`src/hdl/assert_macros.svh`:
```
// Assertion macros used by the print job queue datapath.
// Needs signals named clk and arst_n in the including module.
`ifndef ASSERT_MACROS_SVH
`define ASSERT_MACROS_SVH

// Check a property on every rising clock edge outside reset.
`define PJQ_ASSERT(label, prop, msg) \
	label: assert property (@(posedge clk) disable iff (!arst_n) (prop)) else $error(msg);

// Check that a condition never holds outside reset.
`define PJQ_NEVER(label, cond, msg) \
	label: assert property (@(posedge clk) disable iff (!arst_n) !(cond)) else $error(msg);

`endif

```
`src/hdl/pjq_pkg.sv`:
```
// Types and constants of the print job queue.
// No dependencies; used by the controller, datapath and top level.
`timescale 1ns / 1ps
package pjq_pkg;

	localparam int ID_W = 16;
	localparam int PAGE_W = 7;
	localparam int STATUS_W = 3;
	localparam int OP_W = 2;
	localparam int ENTRY_W = ID_W + PAGE_W;

	localparam logic [PAGE_W-1:0] MAX_PAGES = 7'd64;

	typedef enum logic [OP_W-1:0] {
		CMD_ENQUEUE = 2'd0,
		CMD_PRINT   = 2'd1,
		CMD_DELETE  = 2'd2
	} pjq_op_t;

	typedef enum logic [STATUS_W-1:0] {
		ST_OK        = 3'd0,
		ST_FULL      = 3'd1,
		ST_EMPTY     = 3'd2,
		ST_NOT_FOUND = 3'd3,
		ST_NO_PAGES  = 3'd4
	} pjq_status_t;

	typedef struct packed {
		logic latch_in;
		logic enq;
		logic emit_full;
		logic emit_empty;
		logic prn_read;
		logic prn_load;
		logic emit_page;
		logic emit_nopage;
		logic del_start;
		logic del_step;
		logic del_finish;
	} pjq_cmd_t;

	typedef struct packed {
		pjq_op_t op;
		logic    full;
		logic    empty;
		logic    out_free;
		logic    walk_done;
		logic    page_zero;
		logic    page_last;
	} pjq_stat_t;

endpackage

```
`src/hdl/pjq_ram.sv`:
```
// Generic single-write, single-read RAM with registered read data.
// No dependencies; holds the queue entries.
`timescale 1ns / 1ps
module pjq_ram #(
	parameter int WIDTH = 23,
	parameter int DEPTH = 16
) (
	input  logic                     clk,
	input  logic                     wr_en,
	input  logic [$clog2(DEPTH)-1:0] wr_addr,
	input  logic [WIDTH-1:0]         wr_data,
	input  logic                     rd_en,
	input  logic [$clog2(DEPTH)-1:0] rd_addr,
	output logic [WIDTH-1:0]         rd_data
);

	logic [WIDTH-1:0] mem_q [DEPTH];

	always_ff @(posedge clk) begin
		if (wr_en) begin
			mem_q[wr_addr] <= wr_data;
		end
		if (rd_en) begin
			rd_data <= mem_q[rd_addr];
		end
	end

endmodule

```
`src/hdl/pjq_ctrl.sv`:
```
// Controller state machine of the print job queue.
// Depends on pjq_pkg; drives the datapath command struct.
`timescale 1ns / 1ps
module pjq_ctrl (
	input  logic              clk,
	input  logic              arst_n,
	input  logic              in_valid,
	input  pjq_pkg::pjq_stat_t stat,
	output pjq_pkg::pjq_cmd_t  cmd,
	output logic              busy
);
	import pjq_pkg::*;

	typedef enum logic [2:0] {
		S_IDLE,
		S_EXEC,
		S_PLOAD,
		S_PAGES,
		S_DWALK,
		S_DDONE
	} state_t;

	state_t state_q;

	assign busy = (state_q != S_IDLE);

	always_comb begin
		cmd = '0;
		unique case (state_q)
			S_IDLE: begin
				cmd.latch_in = in_valid;
			end
			S_EXEC: begin
				unique case (stat.op)
					CMD_ENQUEUE: begin
						if (stat.out_free) begin
							cmd.emit_full = stat.full;
							cmd.enq = !stat.full;
						end
					end
					CMD_PRINT: begin
						if (stat.empty) begin
							cmd.emit_empty = stat.out_free;
						end else begin
							cmd.prn_read = 1'b1;
						end
					end
					CMD_DELETE: begin
						cmd.del_start = 1'b1;
					end
					default: begin
					end
				endcase
			end
			S_PLOAD: begin
				cmd.prn_load = 1'b1;
			end
			S_PAGES: begin
				if (stat.out_free) begin
					cmd.emit_nopage = stat.page_zero;
					cmd.emit_page = !stat.page_zero;
				end
			end
			S_DWALK: begin
				cmd.del_step = !stat.walk_done;
			end
			S_DDONE: begin
				cmd.del_finish = stat.out_free;
			end
			default: begin
			end
		endcase
	end

	always_ff @(posedge clk or negedge arst_n) begin
		if (!arst_n) begin
			state_q <= S_IDLE;
		end else begin
			unique case (state_q)
				S_IDLE: begin
					if (in_valid) state_q <= S_EXEC;
				end
				S_EXEC: begin
					unique case (stat.op)
						CMD_ENQUEUE: begin
							if (stat.out_free) state_q <= S_IDLE;
						end
						CMD_PRINT: begin
							if (!stat.empty) state_q <= S_PLOAD;
							else if (stat.out_free) state_q <= S_IDLE;
						end
						CMD_DELETE: state_q <= S_DWALK;
						default: state_q <= S_IDLE;
					endcase
				end
				S_PLOAD: state_q <= S_PAGES;
				S_PAGES: begin
					if (stat.out_free && (stat.page_zero || stat.page_last)) begin
						state_q <= S_IDLE;
					end
				end
				S_DWALK: begin
					if (stat.walk_done) state_q <= S_DDONE;
				end
				S_DDONE: begin
					if (stat.out_free) state_q <= S_IDLE;
				end
				default: state_q <= S_IDLE;
			endcase
		end
	end

endmodule

```
`src/hdl/pjq_datapath.sv`:
```
// Datapath of the print job queue: pointers, entry RAM, walk and output register.
// Depends on pjq_pkg, pjq_ram and assert_macros.svh.
`timescale 1ns / 1ps
`include "assert_macros.svh"
module pjq_datapath #(
	parameter int QUEUE_DEPTH = 16
) (
	input  logic                        clk,
	input  logic                        arst_n,
	input  pjq_pkg::pjq_cmd_t           cmd,
	output pjq_pkg::pjq_stat_t          stat,
	input  logic [pjq_pkg::OP_W-1:0]    command,
	input  logic [pjq_pkg::ID_W-1:0]    job_id,
	input  logic [pjq_pkg::PAGE_W-1:0]  page_count,
	output logic                        out_valid,
	input  logic                        out_stall,
	output logic [pjq_pkg::STATUS_W-1:0] status,
	output logic [pjq_pkg::ID_W-1:0]    out_job_id,
	output logic [pjq_pkg::PAGE_W-1:0]  page_number,
	output logic                        last
);
	import pjq_pkg::*;

	localparam int PTR_W = $clog2(QUEUE_DEPTH);
	localparam int CNT_W = $clog2(QUEUE_DEPTH + 1);
	localparam logic [PTR_W-1:0] PTR_LAST = PTR_W'(QUEUE_DEPTH - 1);
	localparam logic [CNT_W-1:0] CNT_FULL = CNT_W'(QUEUE_DEPTH);

	function automatic logic [PTR_W-1:0] ptr_next(input logic [PTR_W-1:0] p);
		return (p == PTR_LAST) ? '0 : p + PTR_W'(1);
	endfunction

	pjq_op_t            op_q;
	logic [ID_W-1:0]    id_q;
	logic [PAGE_W-1:0]  pg_q;
	logic [PAGE_W-1:0]  page_no_q;
	logic [PTR_W-1:0]   head_q, tail_q, src_q, dst_q;
	logic [CNT_W-1:0]   cnt_q, rem_q, kept_q;
	logic               found_q, rd_pend_q;

	logic               out_valid_q, last_q;
	pjq_status_t        status_q;
	logic [ID_W-1:0]    out_id_q;
	logic [PAGE_W-1:0]  page_q;

	logic               ram_wr_en, ram_rd_en;
	logic [PTR_W-1:0]   ram_wr_addr, ram_rd_addr;
	logic [ENTRY_W-1:0] ram_wr_data, ram_rd_data;
	logic [ID_W-1:0]    rd_id;
	logic [PAGE_W-1:0]  rd_pages;
	logic               issue, keep, out_free, any_emit;

	assign rd_id = ram_rd_data[ENTRY_W-1:PAGE_W];
	assign rd_pages = ram_rd_data[PAGE_W-1:0];
	assign issue = cmd.del_step && (rem_q != '0);
	assign keep = cmd.del_step && rd_pend_q && (rd_id != id_q);
	assign out_free = !out_valid_q || !out_stall;
	assign any_emit = cmd.emit_full | cmd.emit_empty | cmd.enq | cmd.emit_page |
		cmd.emit_nopage | cmd.del_finish;

	assign stat.op = op_q;
	assign stat.full = (cnt_q == CNT_FULL);
	assign stat.empty = (cnt_q == '0);
	assign stat.out_free = out_free;
	assign stat.walk_done = (rem_q == '0) && !rd_pend_q;
	assign stat.page_zero = (pg_q == '0);
	assign stat.page_last = (page_no_q == pg_q);

	always_comb begin
		ram_wr_en = cmd.enq | keep;
		ram_wr_addr = cmd.enq ? tail_q : dst_q;
		ram_wr_data = cmd.enq ? {id_q, pg_q} : ram_rd_data;
		ram_rd_en = cmd.prn_read | issue;
		ram_rd_addr = cmd.prn_read ? head_q : src_q;
	end

	pjq_ram #(
		.WIDTH(ENTRY_W),
		.DEPTH(QUEUE_DEPTH)
	) u_ram (
		.clk    (clk),
		.wr_en  (ram_wr_en),
		.wr_addr(ram_wr_addr),
		.wr_data(ram_wr_data),
		.rd_en  (ram_rd_en),
		.rd_addr(ram_rd_addr),
		.rd_data(ram_rd_data)
	);

	// Item registers and delete walk.
	always_ff @(posedge clk) begin
		if (cmd.latch_in) begin
			op_q <= pjq_op_t'(command);
			id_q <= job_id;
			pg_q <= (page_count > MAX_PAGES) ? MAX_PAGES : page_count;
		end
		if (cmd.prn_load) begin
			id_q <= rd_id;
			pg_q <= (rd_pages > MAX_PAGES) ? MAX_PAGES : rd_pages;
			page_no_q <= PAGE_W'(1);
		end
		if (cmd.emit_page) begin
			page_no_q <= page_no_q + PAGE_W'(1);
		end
		if (cmd.del_start) begin
			src_q <= head_q;
			dst_q <= head_q;
			rem_q <= cnt_q;
			kept_q <= '0;
			found_q <= 1'b0;
		end
		if (issue) begin
			src_q <= ptr_next(src_q);
			rem_q <= rem_q - CNT_W'(1);
		end
		if (keep) begin
			dst_q <= ptr_next(dst_q);
			kept_q <= kept_q + CNT_W'(1);
		end
		if (cmd.del_step && rd_pend_q && (rd_id == id_q)) begin
			found_q <= 1'b1;
		end
	end

	// Queue pointers and read pipeline flag.
	always_ff @(posedge clk or negedge arst_n) begin
		if (!arst_n) begin
			head_q <= '0;
			tail_q <= '0;
			cnt_q <= '0;
			rd_pend_q <= 1'b0;
		end else begin
			if (cmd.enq) begin
				tail_q <= ptr_next(tail_q);
				cnt_q <= cnt_q + CNT_W'(1);
			end
			if (cmd.prn_read) begin
				head_q <= ptr_next(head_q);
				cnt_q <= cnt_q - CNT_W'(1);
			end
			if (cmd.del_finish) begin
				tail_q <= dst_q;
				cnt_q <= kept_q;
			end
			if (cmd.del_start) begin
				rd_pend_q <= 1'b0;
			end else if (cmd.del_step) begin
				rd_pend_q <= issue;
			end
		end
	end

	// Output register.
	always_ff @(posedge clk or negedge arst_n) begin
		if (!arst_n) begin
			out_valid_q <= 1'b0;
		end else if (any_emit) begin
			out_valid_q <= 1'b1;
		end else if (!out_stall) begin
			out_valid_q <= 1'b0;
		end
	end

	always_ff @(posedge clk) begin
		if (any_emit) begin
			out_id_q <= cmd.emit_empty ? '0 : id_q;
			page_q <= cmd.emit_page ? page_no_q : '0;
			last_q <= cmd.emit_page ? (page_no_q == pg_q) : 1'b1;
			priority if (cmd.emit_full) begin
				status_q <= ST_FULL;
			end else if (cmd.emit_empty) begin
				status_q <= ST_EMPTY;
			end else if (cmd.emit_nopage) begin
				status_q <= ST_NO_PAGES;
			end else if (cmd.emit_page) begin
				status_q <= ST_OK;
			end else if (cmd.del_finish) begin
				status_q <= found_q ? ST_OK : ST_NOT_FOUND;
			end else begin
				status_q <= ST_OK;
			end
		end
	end

	assign out_valid = out_valid_q;
	assign status = status_q;
	assign out_job_id = out_id_q;
	assign page_number = page_q;
	assign last = last_q;

	`PJQ_ASSERT(a_cnt_range, cnt_q <= CNT_FULL, "entry count above queue depth")
	`PJQ_ASSERT(a_emit_free, any_emit |-> out_free, "result loaded over a pending transfer")
	`PJQ_ASSERT(a_emit_one, $onehot0({cmd.emit_full, cmd.emit_empty, cmd.enq, cmd.emit_page, cmd.emit_nopage, cmd.del_finish}), "two results loaded at once")
	`PJQ_NEVER(a_enq_full, cmd.enq && stat.full, "enqueue into full queue")

endmodule

```
`src/hdl/print_job_queue_core.sv`:
```
// Top level of the print job queue: controller plus datapath.
// Depends on pjq_pkg, pjq_ctrl, pjq_datapath and pjq_ram.
`timescale 1ns / 1ps
//
// Usage: an input transfer (in_valid high, in_stall low) carries command,
// job_id and page_count. Commands: enqueue, print head job, delete by number.
// Every command but the unused code gives results on the output channel,
// one per transfer (out_valid high, out_stall low); last marks the final one.
// Enqueue: one result.
// Print: the head job is read from the entry RAM and loaded, then one page
// per cycle while out_stall is low, up to 64 pages; empty queue or no pages
// gives a single status result.
// Delete: walks the stored jobs through the entry RAM, one per cycle, then
// gives its status result.
// One item is worked at a time; in_stall is high until the item's last
// result sits in the output register, which then holds while out_stall is
// high and the next item can already be taken.
// Reset empties the queue; stored entries are not cleared.
//
module print_job_queue_core #(
	parameter int QUEUE_DEPTH = 16
) (
	input  logic                         clk,
	input  logic                         arst_n,
	input  logic                         in_valid,
	output logic                         in_stall,
	input  logic [pjq_pkg::OP_W-1:0]     command,
	input  logic [pjq_pkg::ID_W-1:0]     job_id,
	input  logic [pjq_pkg::PAGE_W-1:0]   page_count,
	output logic                         out_valid,
	input  logic                         out_stall,
	output logic [pjq_pkg::STATUS_W-1:0] status,
	output logic [pjq_pkg::ID_W-1:0]     out_job_id,
	output logic [pjq_pkg::PAGE_W-1:0]   page_number,
	output logic                         last
);
	import pjq_pkg::*;

	pjq_cmd_t  cmd;
	pjq_stat_t stat;

	pjq_ctrl u_ctrl (
		.clk     (clk),
		.arst_n  (arst_n),
		.in_valid(in_valid),
		.stat    (stat),
		.cmd     (cmd),
		.busy    (in_stall)
	);

	pjq_datapath #(
		.QUEUE_DEPTH(QUEUE_DEPTH)
	) u_datapath (
		.clk        (clk),
		.arst_n     (arst_n),
		.cmd        (cmd),
		.stat       (stat),
		.command    (command),
		.job_id     (job_id),
		.page_count (page_count),
		.out_valid  (out_valid),
		.out_stall  (out_stall),
		.status     (status),
		.out_job_id (out_job_id),
		.page_number(page_number),
		.last       (last)
	);

endmodule

```
`config.mk`:
```
export PLATFORM = sky130hd
export DESIGN_NAME = print_job_queue_core
export DESIGN_NICKNAME = d
export VERILOG_FILES = /design/src/hdl/pjq_pkg.sv /design/src/hdl/pjq_ram.sv /design/src/hdl/pjq_ctrl.sv /design/src/hdl/pjq_datapath.sv /design/src/hdl/print_job_queue_core.sv
export VERILOG_INCLUDE_DIRS = /design/src /design/src/hdl
export SDC_FILE = /design/constraint.sdc
export NUM_CORES = 1
export LEC_CHECK = 0
export ABC_AREA = 0
export BUFFER_PORTS_ARGS = -buffer_cell sky130_fd_sc_hd__buf_2
export CORE_MARGIN = 8
export CORE_UTILIZATION = 40
export DETAILED_ROUTE_END_ITERATION = 10
export GPL_TIMING_DRIVEN = 1
export PLACE_DENSITY = 0.62
export SLEW_MARGIN = 25
export SYNTH_ARGS = -nofsm -noshare
export SYNTH_HDL_FRONTEND = slang
export SYNTH_HIERARCHICAL = 1
export SYNTH_SLANG_ARGS = --single-unit
```
`constraint.sdc`:
```
create_clock -name clk -period 4.57 [get_ports clk]
set_input_delay 1.371 -clock clk [delete_from_list [all_inputs] [get_ports clk]]
set_output_delay 1.371 -clock clk [all_outputs]
set_load 0.01 [all_outputs]
```
# Word-level counts from Yosys, hierarchy flattened
# Memory sizes are Yosys's and may differ from the RTL's. A register that Yosys moved wholly into a read port is not among the register bits.
# Index checks and enable logic that the tools add are counted.
[op_classes]
magnitude_cmp = 2
add_sub_neg = 9
reduce_logical = 30
bitwise_logic = 7
mux = 59
n_eq_ne = 19
[op_table]
columns = ["cell", "n"]
rows = [
  ["$mux W4", 12],
  ["$mux W7", 6],
  ["$mux W5", 7],
  ["$mux W16", 2],
  ["$mux W3", 8],
  ["$mux W23", 1],
  ["$pmux W3 S6", 1],
  ["$add A4 B1 Y4 const B", 4],
  ["$eq A16 B16 Y1", 1],
  ["$eq A4 B4 Y1 const B", 4],
  ["$ne A16 B16 Y1", 1],
  ["$gt A7 B7 Y1 const B", 2],
  ["$mux W1", 14],
  ["$mux W2", 7],
  ["$reduce_bool A2 Y1", 6],
  ["$add A5 B1 Y5 const B", 2],
  ["$logic_not A5 Y1", 2],
  ["$sub A5 B1 Y5 const B", 2],
  ["$pmux W3 S3", 1],
  ["$add A7 B1 Y7 const B", 1],
  ["$eq A7 B7 Y1", 1],
  ["$logic_not A7 Y1", 1],
  ["$or A1 B1 Y1", 7],
  ["$eq A3 B2 Y1 const B", 2],
  ["other kinds (16)", 31],
]
[word_totals]
mem_bits_rw = 368
wordCells = 147
memories = 1
inputBits = 29
reg_bits = 96
out_inout_bits = 29
[memory_table]
columns = ["name", "depth", "word_bits", "rd", "rd_ports_with_merged_regs", "write_ports", "line", "rtl"]
rows = [
  ["u_datapath.u_ram.mem_q", 16, 23, 1, 1, 1, "pjq_ram.sv:17", "logic [WIDTH-1:0] mem_q [DEPTH];"],
]

# Depth between registers and ports, before layout
[logic_depth]
ltp_word = 11
mapped_depth = 12
depth_no_buf = 10

# By module
# Netlist, hierarchy kept.
[modules_own_cells]
columns = ["module", "seq_area_each_um2", "instances", "area_each_um2", "cells_each"]
rows = [
  ["pjq_ram", 11741.3, 1, 14538.9, 608],
  ["pjq_datapath", 2707.6, 1, 4895.9, 392],
  ["pjq_ctrl", 75.1, 1, 320.3, 41],
]

# Worst setup path after synthesis
# Ideal clock, no wire load.
[synth_path]
path_type = "input -> register"
from = "input out_stall"
to = "memory u_datapath.u_ram.mem_q[0][0], enable pin"
required_ps = 4138
arrival_time_ps = 4764
slack_ps = -626
setup_ps = 432
n_path_buf = 3
cell_stages = 9
cell_sequence = "nand2_1 > buf_4 > nand2b_1 > nor4_1 > clkbuf_1 > buf_1 > o21ai_0 > or3b_2 > nor3_1"
[synth_lines]
columns = ["element", "line", "rtl"]
rows = [
  ["from (decl)", "print_job_queue_core.sv:31", "input logic out_stall,"],
  ["to (decl)", "pjq_ram.sv:17", ""],
]

==> implementation parameters <==
Parameter                              Value

Synthesis
  Async set or reset register ratio after synthesis    0.0370
  Synth Cell Area    0.0198 sq mm
  Number of synthesized flops with an enable pin    468
  Cell count after synthesis    1041
  Share of synthesized area occupied by flip-flops and latches    0.735
  Library cells used by synthesis    51
  Cell accounting for the most synthesized area    edfxtp_1
  Total nets after synthesis    1081
  Synthesized area divided by synthesized cell count    19.0 sq um
  Most area-consuming cells after synthesis    edfxtp_1 (71%), mux4_2 (10%), mux2_2 (2.9%)
  Most frequently used flop master after synthesis    edfxtp_1
  Flop and latch count out of synthesis    487
  Warnings from Yosys    6
  Fraction of post-synthesis cell area in the top cell type by area    0.711

Die
  Boundary Pins    58
  Die Height    238 microns
  Die width    238 microns
  Initial standard-cell utilization of the core    0.404
  Number of placement rows    81
  Floorplan core area    0.0488 sq mm
  Total die area    0.0568 sq mm

Layout
  Most frequent cells in the layout    edfxtp_1 (468), mux4_2 (92), buf_2 (57)
  Final net count    1183
  Count of filler cells inserted in the layout    4166
  Number of antenna repair diodes    0
  Area grow syn2layout    15.2%
  Layout cells sized above 1    0.295
  Final cell count without fillers    1847
  Commonest non-fill, non-tap cell in the layout    edfxtp_1
  Layout Cell Area excl Fill    0.0228 sq mm

Detailed routing
  DRC violations left    0
  Via count    9980
  Total wire length after detailed routing    45600 microns
  DR WL/cell    24.7 microns
  Pre-Repair DR Iteration Count    5
  Drt via density    5.40
  Number of nets with antenna violations after routing    0
  Iteration-0 DRC count of the detailed router    887

Power
  Relative contribution of the clock network to total power    0.279
  P per Cell Area    651 mW/mm^2
  Maximum resistive drop on vdd    0.350 mV
  Switching portion of total power    0.314
  Total net switching power    0.00466 W
  Relative contribution of combinational cells to total power    0.280
  Leakage power    7.51 nW
  Part of the total power dissipated in sequential elements    0.441
  Cell-internal power    0.0102 W

Placed design
  Buffers added on ports    57
  Routability congestion estimate    0.817
  DP Worst Slack    0.381 ns
  Post-DP Area    0.0211 sq mm
  # placed instances    1756
  HPWL reported at the end of detailed placement    28800 microns

Critical path
  CP Capture Type    flop
  Launching element type of the critical path    flop
  Required arrival time at the worst endpoint    4.89 ns
  Crit Path Category    reg2reg
  Largest fanout of any net on the critical path    39
  Slack of the worst reg-to-reg path    0.83 ns
  Launch point of the worst path    u_ctrl/state_q[0]
  Data arrival time at the worst-slack endpoint    4.06 ns
  Worst R2R Start    u_ctrl/state_q[0]
  Crit Reg-Reg Endpoint    u_datapath/u_ram/rd_data[20]
  Endpoint of the most critical setup path    u_datapath/u_ram/rd_data[20]
  Worst Reg2Reg Path Length in Cells    7

STA
  Crit path setup slack, layout    0.834 ns
  Total Negative Setup Slacks    0 ns
  Transition time at the pin with the least slew margin    0.889 ns
  Final hold slack    0.489 ns
  Setup repair after global routing missed its margin    false
  Relative slew margins    0.407
  Achievable frequency    268 MHz
  Clock period minus worst slack    3.74 ns
  Number of hold violations in the final report    0
  Number of max-slew violations in the final report    0
  Total of endpoints with negative setup slack in the final report    0
  Worst clock skew on the final layout    0.0230 ns
  Final cycle utilization of the critical path    0.817

Clocking
  Cts repair resizes    0
  Sinks on the clock net    487
  Clock tree from TritonCTS    yes
  Number of buffers inserted during clock tree synthesis    49
  Register clock-pin slew on the reported worst setup and hold paths    0.06 ns
  Number of buffers added to fix hold violations after cts    0
  Number of buffers on the longest clock path    3
  Clock Latency Late Sink    0.60 ns
  Clk Tree Root Cell    clkbuf_16
  Post CTS Setup Buffer Count    0
  Maximum level of the CTS H-tree    2

Global route
  Via count of the first global-routing pass    10300
  Maximum number of pins on one net before global-route repair    40
  Remaining global-route overflow    0
  First-pass GRT wire length    68000 microns
  Antenna violations before repair    1
  Overall global routing resource usage    0.161

Run
  Total of max-cap violations    0

Status
  Status    finished, final reports clean

Hold path
  Class of the tightest hold or removal check    reg2reg
==> metrics by stage <==
stage,total power (W),util
4_1_cts,0.0150,0.466
3_3_place_gp,0.0108,0.432
2_1_floorplan,0.00925,-
3_5_place_dp,0.0109,0.432
5_1_grt,0.0155,0.466
6_report,0.0148,0.466
==> flip-flops by register name, indices dropped and copies added, names as in the netlist, 2 cells and up <==
register and count:
u_ctrl/state_q 3, u_datapath/cnt_q 5, u_datapath/dst_q 4, u_datapath/head_q 4, u_datapath/id_q 16, u_datapath/kept_q 5, u_datapath/op_q 2, u_datapath/out_job_id 16
u_datapath/page_no_q 7, u_datapath/page_number 7, u_datapath/pg_q 7, u_datapath/rem_q 5, u_datapath/src_q 4, u_datapath/status 3, u_datapath/tail_q 4, u_datapath/u_ram/mem_q 368
u_datapath/u_ram/rd_data 23
==> area by class of cell <==
| cell class | instances | area [sq um] | area share |
|---|---|---|---|
| Sequential cell | 487 | 14500 | 0.638 |
| Multi-Input combinational cell | 497 | 5050 | 0.222 |
| Clock buffer | 54 | 1270 | 0.0556 |
| Tap cell | 664 | 831 | 0.0365 |
| Timing Repair Buffer | 98 | 656 | 0.0288 |
| Clock inverter | 37 | 388 | 0.0170 |
| Inverter | 10 | 37.5 | 0.00165 |
==> worst min-delay path by stage <==
stage | end | cells past startpoint | startpoint
final | u_datapath/found_q | 2 | u_datapath/found_q
after global routing | u_datapath/found_q | 2 | u_datapath/found_q
after CTS | u_datapath/found_q | 2 | u_datapath/found_q
after detailed placement | u_datapath/found_q | 2 | u_datapath/found_q
after global placement | u_datapath/found_q | 2 | u_datapath/found_q
after floorplan | u_datapath/found_q | 2 | u_datapath/found_q
==> power groups by stage <==
stage / clock [W] / combinational [W] / sequential [W]
global route: 0.00437 / 0.00450 / 0.00662
detailed placement: 0 / 0.00421 / 0.00664
CTS: 0.00421 / 0.00422 / 0.00655
finish: 0.00413 / 0.00415 / 0.00654
floorplan: 0 / 0.00273 / 0.00652
global placement: 0 / 0.00415 / 0.00663
==> cells in the mapped netlist, types with 9 or more instances <==
library cell / n
nor2_1: 22
edfxtp_1: 468
a22oi_1: 47
a21oi_1: 10
ha_1: 10
mux2_2: 51
buf_1: 11
mux4_2: 92
nand3_1: 13
xnor2_1: 15
xor2_1: 26
nand2_1: 52
o21ai_0: 28
nor4_1: 9
nor2b_1: 26
and2_1: 17
nand2b_1: 15
clkbuf_1: 19
nor3_1: 11
nand3b_1: 10
dfrtp_1: 18
inv_1: 10
==> layer usage <==
| metal | vias up | routed length [microns] | global-route usage |
|---|---|---|---|
| met4 | 2 | 1500 | 0.0623 |
| met3 | 87 | 2340 | 0.0303 |
| met1 | 5205 | 19700 | 0.213 |
| met5 | - | 11 | 0 |
| li1 | 4395 | - | - |
| met2 | 291 | 22000 | 0.262 |
==> logic make-up (layout without fill, tap and decap cells) <==
logic type	count (synthesis)	after routing	share of synthesized area
flops	487	487	0.735
simple gates	197	197	0.0543
mux	150	150	0.138
compound gates	98	98	0.0324
buf+inv	57	199	0.0143
xor+xnor	41	41	0.0182
fa+ha+maj	11	11	0.00735
==> worst max-delay path, cell delays in order (launching register included) <==
cell     delay, ns
dfrtp_1       0.53
or3b_4        0.48
nor3b_4       0.56
mux2_8        0.59
buf_4         0.29
mux4_2        0.51
a22oi_1       0.37
nand2_1       0.09
Power figures use the tool's default switching activity.
